`src/sv/bsv_pkg.sv`:
```
// Package: shared types and constants of the bencode stream validator.
`default_nettype none
package bsv_pkg;

  // Parser mode, one-hot
  typedef enum logic [4:0] {
    MODE_EXPECT = 5'b00001,
    MODE_INT    = 5'b00010,
    MODE_LEN    = 5'b00100,
    MODE_STR    = 5'b01000,
    MODE_BOOL   = 5'b10000
  } mode_t;

  // Container stack slot codes; NONE stands for the top level
  localparam logic [1:0] SLOT_LIST = 2'd0;
  localparam logic [1:0] SLOT_DKEY = 2'd1;
  localparam logic [1:0] SLOT_DVAL = 2'd2;
  localparam logic [1:0] SLOT_NONE = 2'd3;

  // Token kinds
  localparam logic [2:0] KIND_LIST   = 3'd0;
  localparam logic [2:0] KIND_DICT   = 3'd1;
  localparam logic [2:0] KIND_CLOSE  = 3'd2;
  localparam logic [2:0] KIND_INT    = 3'd3;
  localparam logic [2:0] KIND_LEN    = 3'd4;
  localparam logic [2:0] KIND_BYTE   = 3'd5;
  localparam logic [2:0] KIND_BOOL   = 3'd6;
  localparam logic [2:0] KIND_STATUS = 3'd7;

  // Status codes
  localparam logic [2:0] ST_RUN     = 3'd0;
  localparam logic [2:0] ST_DONE    = 3'd1;
  localparam logic [2:0] ST_INVALID = 3'd2;
  localparam logic [2:0] ST_SHORT   = 3'd3;
  localparam logic [2:0] ST_TRAIL   = 3'd4;
  localparam logic [2:0] ST_DEEP    = 3'd5;

  // Number faults
  localparam logic [2:0] FAULT_BAD  = 3'b001;
  localparam logic [2:0] FAULT_OVF  = 3'b010;
  localparam logic [2:0] FAULT_ZERO = 3'b100;

  localparam logic [4:0] NUM_CHAR_LIMIT = 5'd21;

  localparam logic [7:0] CH_E     = 8'h65;
  localparam logic [7:0] CH_I     = 8'h69;
  localparam logic [7:0] CH_L     = 8'h6c;
  localparam logic [7:0] CH_D     = 8'h64;
  localparam logic [7:0] CH_B     = 8'h62;
  localparam logic [7:0] CH_COLON = 8'h3a;
  localparam logic [7:0] CH_MINUS = 8'h2d;
  localparam logic [7:0] CH_0     = 8'h30;
  localparam logic [7:0] CH_1     = 8'h31;
  localparam logic [7:0] CH_9     = 8'h39;

  // Result item
  typedef struct packed {
    logic        done;
    logic [2:0]  status;
    logic        key;
    logic [8:0]  level;
    logic [63:0] value;
    logic [2:0]  kind;
  } result_t;

endpackage
`default_nettype wire

```
`src/sv/bencode_stream_validator.sv`:
```
// Top level: streaming bencode validator and tokeniser.
// One byte is taken per cycle and its result item, if any, appears in the
// output register the next cycle; a new byte is accepted every cycle while
// the output register is empty or being drained. The nesting stack keeps its
// top entry and the entry beneath it in registers; the rest sits in a memory
// written on an open and read on a close, one registered access per cycle.
// Stack entries are written before they are read, so no clearing pass is
// needed after reset.
`default_nettype none
module bencode_stream_validator #(
  parameter int MAX_NESTING = 256,
  parameter int LENGTH_BITS = 32
) (
  input  wire logic        clk,
  input  wire logic        rst_n,
  input  wire logic        in_tvalid,
  output logic             in_tready,
  input  wire logic [7:0]  in_tdata,     // data_byte
  input  wire logic        in_tlast,     // end_of_message
  output logic             out_tvalid,
  input  wire logic        out_tready,
  output logic [79:0]      out_tdata,    // token_kind[2:0], token_value[66:3],
                                         // nesting_level[75:67], is_dict_key[76],
                                         // status[79:77]
  output logic             out_tlast,    // message_done
  input  wire logic        cfg_valid,
  output logic             cfg_ready,
  input  wire logic [8:0]  cfg_data      // max_depth
);

  localparam int SW = (MAX_NESTING > 1) ? $clog2(MAX_NESTING) : 1;
  localparam int DW = $clog2(MAX_NESTING + 1);

  bsv_pkg::mode_t mode_r, mode_nxt;
  logic [1:0]    stack_r [MAX_NESTING];
  logic [1:0]    top_r, top_nxt;
  logic [1:0]    below_r;
  logic [DW-1:0] depth_r, depth_nxt;
  logic [63:0]   mag_r, mag_nxt;
  logic          neg_r, neg_nxt;
  logic [4:0]    cnt_r, cnt_nxt;
  logic [2:0]    flt_r, flt_nxt;
  logic [LENGTH_BITS-1:0] left_r, left_nxt;
  logic          topc_r, topc_nxt;
  logic          hold_r, hold_nxt;
  logic [8:0]    maxd_r;
  logic          ov_r;
  bsv_pkg::result_t res_r, res;
  logic          have;

  // stack push and pop
  logic          push;
  logic          pop;
  logic [SW-1:0] wr_idx;
  logic [SW-1:0] rd_idx;

  logic [7:0]  c;
  logic        accept;
  logic [1:0]  top;
  logic        keyslot;
  logic [10:0] lim;
  logic        allow_minus;
  logic [63:0] n_mag;
  logic        n_neg;
  logic [4:0]  n_cnt;
  logic [2:0]  n_flt;
  logic        num_bad;
  logic [2:0]  status;
  logic        done;
  logic [DW:0] dep_ext;
  logic [10:0] dep11;

  assign c          = in_tdata;
  assign in_tready  = !ov_r || out_tready;
  assign accept     = in_tvalid && in_tready;
  assign cfg_ready  = 1'b1;
  assign out_tvalid = ov_r;
  assign out_tdata  = {res_r.status, res_r.key, res_r.level, res_r.value, res_r.kind};
  assign out_tlast  = res_r.done;

  assign dep_ext = {1'b0, depth_r};
  assign dep11   = 11'(dep_ext);
  assign wr_idx  = SW'(dep_ext - (DW+1)'(1));
  assign rd_idx  = SW'(dep_ext - (DW+1)'(3));
  assign top     = (depth_r == '0) ? bsv_pkg::SLOT_NONE : top_r;
  assign keyslot = (top == bsv_pkg::SLOT_DKEY);
  assign lim     = (11'(maxd_r) < 11'(MAX_NESTING)) ? 11'(maxd_r) : 11'(MAX_NESTING);
  assign allow_minus = (mode_r == bsv_pkg::MODE_INT);

  bsv_num u_num (
    .ch(c), .allow_minus(allow_minus),
    .mag((mode_r == bsv_pkg::MODE_EXPECT) ? 64'd0 : mag_r),
    .neg((mode_r == bsv_pkg::MODE_EXPECT) ? 1'b0 : neg_r),
    .cnt((mode_r == bsv_pkg::MODE_EXPECT) ? 5'd0 : cnt_r),
    .faults((mode_r == bsv_pkg::MODE_EXPECT) ? 3'd0 : flt_r),
    .mag_nxt(n_mag), .neg_nxt(n_neg), .cnt_nxt(n_cnt), .faults_nxt(n_flt)
  );

  assign num_bad = (flt_r != 3'd0) || (cnt_r == 5'd0) ||
                   (cnt_r >= bsv_pkg::NUM_CHAR_LIMIT) || (cnt_r == {4'd0, neg_r});

  // Byte decode
  always_comb begin
    logic fin;
    logic [DW-1:0] dfin;
    mode_nxt  = mode_r;
    depth_nxt = depth_r;
    mag_nxt   = mag_r;
    neg_nxt   = neg_r;
    cnt_nxt   = cnt_r;
    flt_nxt   = flt_r;
    left_nxt  = left_r;
    topc_nxt  = topc_r;
    hold_nxt  = hold_r;
    push      = 1'b0;
    pop       = 1'b0;
    top_nxt   = top_r;
    have      = 1'b0;
    status    = bsv_pkg::ST_RUN;
    done      = 1'b0;
    fin       = 1'b0;
    dfin      = depth_r;
    res.kind  = bsv_pkg::KIND_STATUS;
    res.value = 64'd0;
    res.level = 9'(depth_r);
    res.key   = 1'b0;
    res.status = bsv_pkg::ST_RUN;
    res.done  = 1'b0;

    if (topc_r) begin
      status = bsv_pkg::ST_TRAIL;
    end else begin
      case (mode_r)
        bsv_pkg::MODE_EXPECT: begin
          if (c == bsv_pkg::CH_E && depth_r != '0 && top != bsv_pkg::SLOT_DVAL) begin
            depth_nxt = depth_r - DW'(1);
            pop = 1'b1;
            top_nxt = (dep11 >= 11'd2) ? below_r : bsv_pkg::SLOT_LIST;
            have = 1'b1; res.kind = bsv_pkg::KIND_CLOSE; res.level = 9'(depth_nxt);
            fin = 1'b1; dfin = depth_nxt;
          end else if (dep11 + 11'd1 > lim) begin
            status = bsv_pkg::ST_DEEP;
          end else if (c == bsv_pkg::CH_L || c == bsv_pkg::CH_D) begin
            if (keyslot || dep_ext >= (DW+1)'(MAX_NESTING)) begin
              status = bsv_pkg::ST_INVALID;
            end else begin
              have = 1'b1;
              res.kind = (c == bsv_pkg::CH_L) ? bsv_pkg::KIND_LIST : bsv_pkg::KIND_DICT;
              push = 1'b1;
              top_nxt = (c == bsv_pkg::CH_L) ? bsv_pkg::SLOT_LIST : bsv_pkg::SLOT_DKEY;
              depth_nxt = depth_r + DW'(1);
            end
          end else if (c == bsv_pkg::CH_I) begin
            mag_nxt = 64'd0; neg_nxt = 1'b0; cnt_nxt = 5'd0; flt_nxt = 3'd0;
            mode_nxt = bsv_pkg::MODE_INT;
          end else if (c == bsv_pkg::CH_B) begin
            if (keyslot) status = bsv_pkg::ST_INVALID;
            else mode_nxt = bsv_pkg::MODE_BOOL;
          end else if (c >= bsv_pkg::CH_0 && c <= bsv_pkg::CH_9) begin
            mag_nxt = n_mag; neg_nxt = n_neg; cnt_nxt = n_cnt; flt_nxt = n_flt;
            mode_nxt = bsv_pkg::MODE_LEN;
          end else begin
            status = bsv_pkg::ST_INVALID;
          end
        end
        bsv_pkg::MODE_INT: begin
          if (c == bsv_pkg::CH_E) begin
            if (num_bad) begin
              status = bsv_pkg::ST_INVALID;
            end else begin
              have = 1'b1; res.kind = bsv_pkg::KIND_INT; res.key = keyslot;
              res.value = neg_r ? (64'd0 - mag_r) : mag_r;
              fin = 1'b1;
            end
          end else begin
            mag_nxt = n_mag; neg_nxt = n_neg; cnt_nxt = n_cnt; flt_nxt = n_flt;
          end
        end
        bsv_pkg::MODE_LEN: begin
          if (c == bsv_pkg::CH_COLON) begin
            if (num_bad || neg_r || (mag_r >> LENGTH_BITS) != 64'd0) begin
              status = bsv_pkg::ST_INVALID;
            end else begin
              have = 1'b1; res.kind = bsv_pkg::KIND_LEN; res.key = keyslot;
              res.value = mag_r;
              if (mag_r == 64'd0) begin
                fin = 1'b1;
              end else begin
                left_nxt = LENGTH_BITS'(mag_r);
                mode_nxt = bsv_pkg::MODE_STR;
              end
            end
          end else begin
            mag_nxt = n_mag; neg_nxt = n_neg; cnt_nxt = n_cnt; flt_nxt = n_flt;
          end
        end
        bsv_pkg::MODE_STR: begin
          have = 1'b1; res.kind = bsv_pkg::KIND_BYTE; res.key = keyslot;
          res.value = {56'd0, c};
          if (left_r != '0) left_nxt = left_r - LENGTH_BITS'(1);
          if (left_r <= LENGTH_BITS'(1)) fin = 1'b1;
        end
        bsv_pkg::MODE_BOOL: begin
          if (c == bsv_pkg::CH_0 || c == bsv_pkg::CH_1) begin
            have = 1'b1; res.kind = bsv_pkg::KIND_BOOL;
            res.value = {63'd0, c[0]};
            fin = 1'b1;
          end else begin
            status = bsv_pkg::ST_INVALID;
          end
        end
        default: status = bsv_pkg::ST_INVALID;
      endcase
    end

    // value finished: flip dict key/value slot or mark top complete
    if (fin) begin
      mode_nxt = bsv_pkg::MODE_EXPECT;
      if (dfin == '0) begin
        topc_nxt = 1'b1;
      end else if (top_nxt == bsv_pkg::SLOT_DKEY) begin
        top_nxt = bsv_pkg::SLOT_DVAL;
      end else if (top_nxt == bsv_pkg::SLOT_DVAL) begin
        top_nxt = bsv_pkg::SLOT_DKEY;
      end
    end

    if (status != bsv_pkg::ST_RUN) begin
      have = 1'b1; done = 1'b1;
      res.kind = bsv_pkg::KIND_STATUS; res.value = 64'd0; res.key = 1'b0;
      res.level = 9'(depth_r);
    end else if (in_tlast) begin
      status = topc_nxt ? bsv_pkg::ST_DONE : bsv_pkg::ST_SHORT;
      have = 1'b1; done = 1'b1;
    end
    res.status = status;
    res.done   = done;

    if (done && !in_tlast) hold_nxt = 1'b1;

    // error hold swallows everything, final byte restarts
    if (hold_r) begin
      have = 1'b0; push = 1'b0; pop = 1'b0; top_nxt = top_r;
      mode_nxt = mode_r; depth_nxt = depth_r; topc_nxt = topc_r; hold_nxt = hold_r;
    end
    if ((hold_r || done) && in_tlast) begin
      mode_nxt = bsv_pkg::MODE_EXPECT; depth_nxt = '0;
      mag_nxt = 64'd0; neg_nxt = 1'b0; cnt_nxt = 5'd0; flt_nxt = 3'd0;
      left_nxt = '0; topc_nxt = 1'b0; hold_nxt = 1'b0;
    end
  end

  // Control state
  always_ff @(posedge clk) begin
    if (!rst_n) begin
      mode_r  <= bsv_pkg::MODE_EXPECT;
      depth_r <= '0;
      top_r   <= bsv_pkg::SLOT_LIST;
      mag_r   <= 64'd0;
      neg_r   <= 1'b0;
      cnt_r   <= 5'd0;
      flt_r   <= 3'd0;
      left_r  <= '0;
      topc_r  <= 1'b0;
      hold_r  <= 1'b0;
      maxd_r  <= 9'd256;
      ov_r    <= 1'b0;
    end else begin
      if (cfg_valid) maxd_r <= cfg_data;
      if (accept) begin
        mode_r  <= mode_nxt;
        depth_r <= depth_nxt;
        top_r   <= top_nxt;
        mag_r   <= mag_nxt;
        neg_r   <= neg_nxt;
        cnt_r   <= cnt_nxt;
        flt_r   <= flt_nxt;
        left_r  <= left_nxt;
        topc_r  <= topc_nxt;
        hold_r  <= hold_nxt;
        ov_r    <= have;
      end else if (out_tready) begin
        ov_r <= 1'b0;
      end
    end
  end

  // Stack memory below the top entry, next entry down read ahead; result payload
  always_ff @(posedge clk) begin
    if (accept && push) begin
      if (depth_r != '0) stack_r[wr_idx] <= top_r;
      below_r <= top_r;
    end else if (accept && pop && dep11 >= 11'd3) begin
      below_r <= stack_r[rd_idx];
    end
    if (accept) res_r <= res;
  end

endmodule
`default_nettype wire

```
`src/sv/bsv_num.sv`:
```
// Number accumulator step: one decimal character folded into the running magnitude.
`default_nettype none
module bsv_num (
  input  wire logic [7:0]  ch,
  input  wire logic        allow_minus,
  input  wire logic [63:0] mag,
  input  wire logic        neg,
  input  wire logic [4:0]  cnt,
  input  wire logic [2:0]  faults,
  output logic [63:0]      mag_nxt,
  output logic             neg_nxt,
  output logic [4:0]       cnt_nxt,
  output logic [2:0]       faults_nxt
);

  logic        is_digit;
  logic        ovf_seen;
  logic [3:0]  d;
  logic [63:0] limit;
  logic [67:0] prod;
  logic [67:0] sum;

  assign is_digit = (ch >= bsv_pkg::CH_0) && (ch <= bsv_pkg::CH_9);
  assign ovf_seen = |(faults & bsv_pkg::FAULT_OVF);
  assign d        = 4'(ch - bsv_pkg::CH_0);
  assign limit    = neg ? 64'h8000_0000_0000_0000 : 64'h7fff_ffff_ffff_ffff;
  // times ten as shift-add; overflow when the result exceeds the limit
  assign prod     = {1'b0, mag, 3'b000} + {3'b000, mag, 1'b0};
  assign sum      = prod + {64'd0, d};

  always_comb begin
    mag_nxt    = mag;
    neg_nxt    = neg;
    faults_nxt = faults;
    cnt_nxt    = (cnt < bsv_pkg::NUM_CHAR_LIMIT) ? cnt + 5'd1 : cnt;
    if (cnt == 5'd0 && ch == bsv_pkg::CH_MINUS && allow_minus) begin
      neg_nxt = 1'b1;
    end else if (is_digit) begin
      if ((cnt > {4'd0, neg}) && mag == 64'd0 && !ovf_seen)
        faults_nxt = faults_nxt | bsv_pkg::FAULT_ZERO;
      if (neg && cnt == 5'd1 && d == 4'd0)
        faults_nxt = faults_nxt | bsv_pkg::FAULT_ZERO;
      if (!ovf_seen) begin
        if (sum > {4'd0, limit})
          faults_nxt = faults_nxt | bsv_pkg::FAULT_OVF;
        else
          mag_nxt = sum[63:0];
      end
    end else begin
      faults_nxt = faults | bsv_pkg::FAULT_BAD;
    end
  end

endmodule
`default_nettype wire

```
`config.mk`:
```
export PLATFORM = sky130hd
export DESIGN_NAME = bencode_stream_validator
export DESIGN_NICKNAME = d
export VERILOG_FILES = /design/src/sv/bsv_pkg.sv /design/src/sv/bencode_stream_validator.sv /design/src/sv/bsv_num.sv
export SDC_FILE = /design/constraint.sdc
export NUM_CORES = 2
export LEC_CHECK = 0
export ABC_CLOCK_PERIOD_IN_PS = 7200
export BUFFER_PORTS_ARGS = -buffer_cell sky130_fd_sc_hd__buf_2
export CAP_MARGIN = 20
export CORE_MARGIN = 5
export CORE_UTILIZATION = 55
export DETAILED_ROUTE_END_ITERATION = 8
export GPL_TIMING_DRIVEN = 0
export PLACE_DENSITY = 0.73
export RECOVER_POWER = 100
export SLEW_MARGIN = 20
export SYNTH_ARGS = -nofsm -noshare
export SYNTH_HDL_FRONTEND = slang
export SYNTH_HIERARCHICAL = 1
export SYNTH_SLANG_ARGS = --single-unit
```
`constraint.sdc`:
```
create_clock -name clk -period 7.2 [get_ports clk]
set_input_delay 1.44 -clock clk [delete_from_list [all_inputs] [get_ports clk]]
set_output_delay 1.44 -clock clk [all_outputs]
set_load 0.02 [all_outputs]
```
## Word level (Yosys, flattened, before mapping)

Memory sizes are Yosys's and may differ from the RTL's.
Index checks and enable logic that the tools add are counted.

| word-level totals | value |
|---|---|
| logic and storage cells | 332 |
| memories | 1 |
| register bits after elaboration | 216 |
| input bits | 23 |
| memory bits (writable) | 512 |

Memories:

| name | depth | bits a word | rd ports | clocked after memory_dff | wr ports | RTL line | source |
|---|---|---|---|---|---|---|---|
| stack_r | 256 | 2 | 1 | 0 | 1 | bencode_stream_validator.sv:35 | `logic [1:0] stack_r [MAX_NESTING];` |

| cells by class | value |
|---|---|
| add/sub/neg operators | 11 |
| equality and inequality tests | 44 |
| order comparisons | 12 |
| multiplexer cells | 190 |
| reduce and logical (&&, ||, !) cells | 54 |
| bitwise gates (word level) | 1 |

Operators with widths:

| cell | count |
|---|---|
| $mux W64 | 17 |
| $mux W67 | 4 |
| $pmux W64 S4 | 1 |
| $mux W32 | 6 |
| $pmux W64 S3 | 1 |
| $mux W76 | 2 |
| $mux W5 | 26 |
| $logic_not A64 Y1 | 2 |
| $mux W9 | 12 |
| $mux W3 | 27 |
| $add A67 B65 Y68 | 1 |
| $add A68 B4 Y68 | 1 |
| $gt A68 B64 Y1 | 1 |
| $pmux W32 S2 | 1 |
| $reduce_bool A64 Y1 | 1 |
| $sub A1 B64 Y64 const A | 1 |
| $mux W1 | 58 |
| $mux W2 | 25 |
| $eq A8 B7 Y1 const B | 5 |
| $eq A8 B6 Y1 const B | 4 |
| $le A32 B1 Y1 const B | 1 |
| $reduce_bool A32 Y1 | 1 |
| $sub A32 B1 Y32 const B | 1 |
| $pmux W3 S5 | 2 |
| other kinds (57) | 111 |

## Logic depth before layout (Yosys ltp)

| logic depth | value |
|---|---|
| depth in word-level cells | 20 |
| depth in mapped cells | 31 |

## Modules after synthesis

The synthesis kept the hierarchy.

By module, submodules not included:

| module | area each (sq um) | seq. area each (sq um) | instances | cells each |
|---|---|---|---|---|
| bencode_stream_validator | 33917.5 | 20529.7 | 1 | 2762 |
| bsv_num | 7613.6 | 0.0 | 1 | 995 |

## Worst setup path before layout

Ideal clock, no wire load.

| timing | value |
|---|---|
| path type | in2reg |
| start | in in_tdata[3] |
| end | reg mag_r[23] |
| library setup time | 0.132 ns |
| arrival time | 7.047 ns |
| stages | 25 |
| path buffers | 1 |
| data required time | 7.068 ns |
| path slack | 0.021 ns |
| path through | fa_1 > ha_1 > a211oi_1 > nor4_1 > nor2_1 > a2111oi_2 > nor4_2 > o31ai_1 > a21oi_1 > o21a_1 > a311oi_1 > ha_1 > o21ai_0 > a21oi_1 > a211oi_1 > nand3_1 > a2111oi_1 > nand2_1 > a211oi_1 > nand3_1 > nor4_4 > buf_6 > mux2_1 > o211ai_1 > a21oi_1 |

| between the ends | value |
|---|---|
| cells in the longest elaborated chain, start to end | 16 |

RTL lines:

| element | RTL line | source |
|---|---|---|
| start: declaration | bencode_stream_validator.sv:18 | `input wire logic [7:0] in_tdata,` |
| $sub A4 B1 Y4 | bsv_num.sv:25 | `assign d = 4'(ch - bsv_pkg::CH_0);` |
| $add A68 B4 Y68 | bsv_num.sv:29 | `assign sum = prod + {64'd0, d};` |
| $gt A68 B64 Y1 | bsv_num.sv:44 | `if (sum > {4'd0, limit})` |
| $mux W64 | bsv_num.sv:44 |  |
| $mux W64 | bsv_num.sv:43 | `if (!ovf_seen) begin` |
| $mux W64 | bsv_num.sv:38 | `end else if (is_digit) begin` |
| $mux W64 * | bsv_num.sv:36 | `if (cnt == 5'd0 && ch == bsv_pkg::CH_MINUS && allow_minus) begin` |
| via n_mag[23] | bencode_stream_validator.sv:63 | `logic [63:0] n_mag;` |
| $mux W64 | bencode_stream_validator.sv:159 | `end else if (c >= bsv_pkg::CH_0 && c <= bsv_pkg::CH_9) begin` |
| $mux W64 | bencode_stream_validator.sv:156 | `end else if (c == bsv_pkg::CH_B) begin` |
| $mux W64 | bencode_stream_validator.sv:153 | `end else if (c == bsv_pkg::CH_I) begin` |
| $mux W64 | bencode_stream_validator.sv:143 | `end else if (c == bsv_pkg::CH_L \|\| c == bsv_pkg::CH_D) begin` |
| $mux W64 | bencode_stream_validator.sv:141 | `end else if (dep11 + 11'd1 > lim) begin` |
| $mux W64 | bencode_stream_validator.sv:135 | `if (c == bsv_pkg::CH_E && depth_r != '0 && top != bsv_pkg::SLOT_DVAL) begin` |
| $pmux W64 S3 * | bencode_stream_validator.sv:133 | `case (mode_r)` |
| $mux W64 * | bencode_stream_validator.sv:130 | `if (topc_r) begin` |
| $mux W64 * | bencode_stream_validator.sv:246 | `if ((hold_r \|\| done) && in_tlast) begin` |
| end signal: assignment | bencode_stream_validator.sv:274 | `mag_r <= mag_nxt;` |
| end: declaration | bencode_stream_validator.sv:39 | `logic [63:0] mag_r, mag_nxt;` |

The timed path passes the listed nets; every way through them passes the cells marked *. The select of a mux whose other input is x is not followed.
A chain may end at the register's enable or synchronous reset.

## Worst setup path in the final report

| timing | value |
|---|---|
| start | reg mode_r[1] |
| end | reg mag_r[12] |

| between the ends | value |
|---|---|
| cells in the longest elaborated chain, start to end | 18 |

RTL lines:

| element | RTL line | source |
|---|---|---|
| start: declaration | bencode_stream_validator.sv:34 | `bsv_pkg::mode_t mode_r, mode_nxt;` |
| start signal: assignment | bencode_stream_validator.sv:256 | `mode_r <= bsv_pkg::MODE_EXPECT;` |
| start signal: assignment | bencode_stream_validator.sv:271 | `mode_r <= mode_nxt;` |
| $eq A5 B1 Y1 | -- |  |
| $mux W64 | bencode_stream_validator.sv:92 | `.mag((mode_r == bsv_pkg::MODE_EXPECT) ? 64'd0 : mag_r),` |
| $add A67 B65 Y68 | bsv_num.sv:28 | `assign prod = {1'b0, mag, 3'b000} + {3'b000, mag, 1'b0};` |
| $add A68 B4 Y68 | bsv_num.sv:29 |  |
| $gt A68 B64 Y1 | bsv_num.sv:44 |  |
| $mux W64 | bsv_num.sv:44 |  |
| $mux W64 | bsv_num.sv:43 |  |
| $mux W64 | bsv_num.sv:38 |  |
| [1 not listed] | -- |  |
| via n_mag[12] | bencode_stream_validator.sv:63 |  |
| [1 not listed] | -- |  |
| $mux W64 | bencode_stream_validator.sv:156 |  |
| $mux W64 | bencode_stream_validator.sv:153 |  |
| $mux W64 | bencode_stream_validator.sv:143 |  |
| $mux W64 | bencode_stream_validator.sv:141 |  |
| $mux W64 | bencode_stream_validator.sv:135 |  |
| $pmux W64 S3 * | bencode_stream_validator.sv:133 |  |
| $mux W64 * | bencode_stream_validator.sv:130 |  |
| $mux W64 * | bencode_stream_validator.sv:246 |  |

Marked as above.

==> metrics.txt <==
result of the run finished, violations left; switching power 2.09 mW; setup violation total in the final timing report 64; Slew HR 15.1%; max capacitance violation total 0; global routing usage on met3 roughly 6.5%; number of antenna violations at the first check in global routing 3; most crowded layer after global routing met2; area occupied by multi-input gates roughly 20000 um2; per-cell via count in the routed design 6.78; final routed wirelength across all metal layers between 100000 and 150000 um; hold buffers post-CTS 0; maximum root-to-sink buffer count 3; Achievable Freq 0.132 GHz; cts bufs inserted between 70 and 80; Max Slew Vio Count 0; final global-route overflow total 0; htree depth 3; number of different library cells in the post-synthesis netlist between 90 and 100; buffer type at the clock tree root clkbuf_16; Total Die Area 81100 um2; TritonCTS clock tree done; Buf/Inv on CP 7; GP Congestion around 1; warnings from Yosys 6; Core Area ~75000 um2; clock tree skew after final layout 50.9 ps; number of input and output port buffers inserted about 100; clock network power share 44.3%; #FFs+latches synth 728; fraction of synthesis flops using an asynchronous set or reset pin 0%; pin count of the biggest net entering global routing 83; pin slew with the least headroom to its limit 1270 ps; clock sinks 728; global-route total usage across every layer 32.0%; Max IR drop VDD 0.209 mV; Post-Syn Instances 3757; master of the slowest instance on the critical path a2111oi_4; sort of element at the start of the critical path register; Area Growth Syn to Fin 13.4%; internal power summed over all cells 6.98 mW; clock transition at the registers of the reported paths 70 ps; arrival time at the worst endpoint 8050 ps; Setup Crit Path Kind register to register; count of flip-flops with a built-in enable after synthesis ~600; starting utilization of the core area 55.6%; maximum fanout encountered on the critical timing path 10; kind of cell adding the most delay to the critical path compound AO/OA/AOI/OAI gates; post-layout minimum cycle time 7560 ps; setup ws final -363 ps; Detailed Routing Iterations Pass 1 6; total power per unit cell area slightly below 200 nW/um2; sequential cell fraction of total power 51.3%; source of the worst hold timing path cnt_r[2]; R2R Path Start mode_r[1]; global-route met2 utilization around half; remaining routing DRC violations 0; via count of the first global-routing pass 32300; wire length of the first global-routing pass 200000 um; post-DR wirelength/cell between 20 and 30 um; sequential-to-total area share from yosys stat 49.4%; final worst path period share 105%; pre-CTS setup slack -3150 ps; Most common cell on crit path buf_4; power share of the combinational group 4.3%; number of hold violations in the final report 0; required time of the critical path 7680 ps; Post-Synthesis Mean Instance Area 11.1 um2; most used cells in the layout excluding fill and tap cells edfxtp_1, nor2_1, nand2_1; I/O pin total approximately 110; layout cell share with drive strength beyond 1 16.0%; Critical Path End Type register; total leakage power 16.9 nW; height of the die between 200 and 300 um; die extent in x between 200 and 300 um; GR met1 Demand/Resource roughly 43%; final HPWL from detailed placement 95600 um; worst hold path class register to register; area taken by flip-flops and latches between 20000 and 25000 um2; drt first-iter violations about 5000; Final #Nets 4215; most common cell after layout, fill and taps aside edfxtp_1; Post-Synthesis Net Count ~4000; post-synthesis instance area a little over 40000 um2; antenna-violating nets left 0; depth of the worst register-to-register path 34; unrepaired setup endpoints after global routing yes; number of filler instances in the final layout just under 6000; total power draw 9.07 mW; dominant register cell in the synthesized netlist edfxtp_1; routed via count approximately 34000; clock latency at the later pin of the worst-skew pair 670 ps; Critical Path Max Stage Delay 490 ps; switching power share of the total 23.0%; violated checks setup timing; source of the critical timing path mode_r[1]; destination of the worst register-to-register timing path mag_r[12]; crit path to mag_r[12]; number of standard-cell rows in the floorplan 100; flop2flop setup slack -360 ps; logic depth of the worst setup path including buffers 34
[logic make-up after synthesis]
kind of cell | Yosys count | share of synthesized area (%)
mux | 234 | 10.4
compound gates | 830 | 12.7
fa+ha+maj | 215 | 6.51
simple gates | 1319 | 15.4
other cells | 1 | 0.00903
flops | 728 | 49.4
buf+inv | 305 | 2.96
xor+xnor | 125 | 2.64
[tightest hold or removal path, cell delays in order (launching register included)]
cell     delay, ps
dfxtp_1        320
nand3_1         70
a21oi_1         50
[how the worst min path moves through the flow]
stage          cells past startpoint          to
3_5_place_dp                       2   left_r[6]
2_1_floorplan                      2   left_r[6]
3_3_place_gp                       2  left_r[21]
6_report                           2    cnt_r[2]
4_1_cts                            2   left_r[6]
5_1_grt                            2    flt_r[2]
[metrics by stage]
| step | hold WS [ps] | TNS, ps | util [%] | area (um2) | std cells |
|---|---|---|---|---|---|
| 2_1_floorplan | 443 | 0 | - | 41500 | 3757 |
| 3_3_place_gp | 469 | -1770900 | 57.9 | 43300 | 4829 |
| 3_5_place_dp | 470 | -195920 | 58.3 | 43600 | 4842 |
| 4_1_cts | 478 | -67.0 | 62.6 | 46800 | 4987 |
| 5_1_grt | 511 | -28240 | 63.1 | 47100 | 5003 |
| 6_report | 487 | -18030 | 63.1 | 47100 | 5006 |
[sequential cells by signal (all words and copies together), names as in the netlist, 2 cells and up]
signal,cells
below_r,2
cnt_r,5
depth_r,9
flt_r,3
left_r,32
mag_r,64
maxd_r,9
mode_r,5
out_tdata,80
stack_r,512
top_r,2
[layer usage]
metal,routed length (um),vias to the layer above
li1,-,14800
met1,51000,16400
met5,13,-
met2,60500,2290
met3,14400,490
met4,8520,2
[power groups by stage]
stage                     clock network (mW)  registers [mW]  logic, mW
after floorplan                            0            4.83      0.152
after global placement                     0            4.85      0.283
after detailed placement                   0            4.75      0.376
after CTS                               4.04            4.66      0.385
after global routing                    4.22            4.66      0.417
final                                   4.02            4.66      0.392
[Yosys cell counts (all sizes together), types with 6 or more instances]
library cell / number / area (um2)
nand2b: 25 / 156
nand4b: 14 / 123
xor2: 51 / 447
nand3: 125 / 626
o22ai: 10 / 62.6
o31ai: 27 / 203
nor3: 96 / 485
o21a: 22 / 165
nor4b: 6 / 65.1
nor4: 50 / 355
dfxtp: 133 / 2660
xnor2: 74 / 648
a221oi: 7 / 61.3
nor3b: 11 / 82.6
mux2i: 34 / 340
or2: 12 / 75.1
nor2: 439 / 1650
a31oi: 40 / 256
a21oi: 284 / 1430
clkbuf: 206 / 773
nor2b: 13 / 81.3
or4: 34 / 267
edfxtp: 595 / 17900
or3: 31 / 204
o41ai: 9 / 86.3
mux4: 137 / 3090
a211oi: 17 / 128
and3: 17 / 106
a22oi: 17 / 128
mux2: 63 / 875
a21boi: 6 / 45.0
and2: 80 / 500
a2111oi: 10 / 120
buf: 51 / 278
o221a: 6 / 67.6
o211ai: 94 / 706
ha: 213 / 2670
nand2: 284 / 1070
inv: 43 / 161
nand4: 62 / 388
a311oi: 7 / 61.3
o21bai: 19 / 143
a21o: 40 / 300
o21ai: 167 / 840
[cell type report]
cell class	count	share of cell area, %
repair buffers	151	2.32
plain buffers	247	2.38
inverters	48	0.388
clock buffers	91	4.34
clock inverters	45	1.10
diodes	3	0.0159
flip-flops and latches	728	43.6
multi-input cells	2724	43.3
well taps	969	2.57
[what timing repair did]
action	CTS	global route
resized for setup	117	43
gates cloned	1	1
endpoints found under the setup margin	65	111
pin swaps	35	36
setup buffers	18	13
Note: power is estimated with default switching activity, not from simulation.
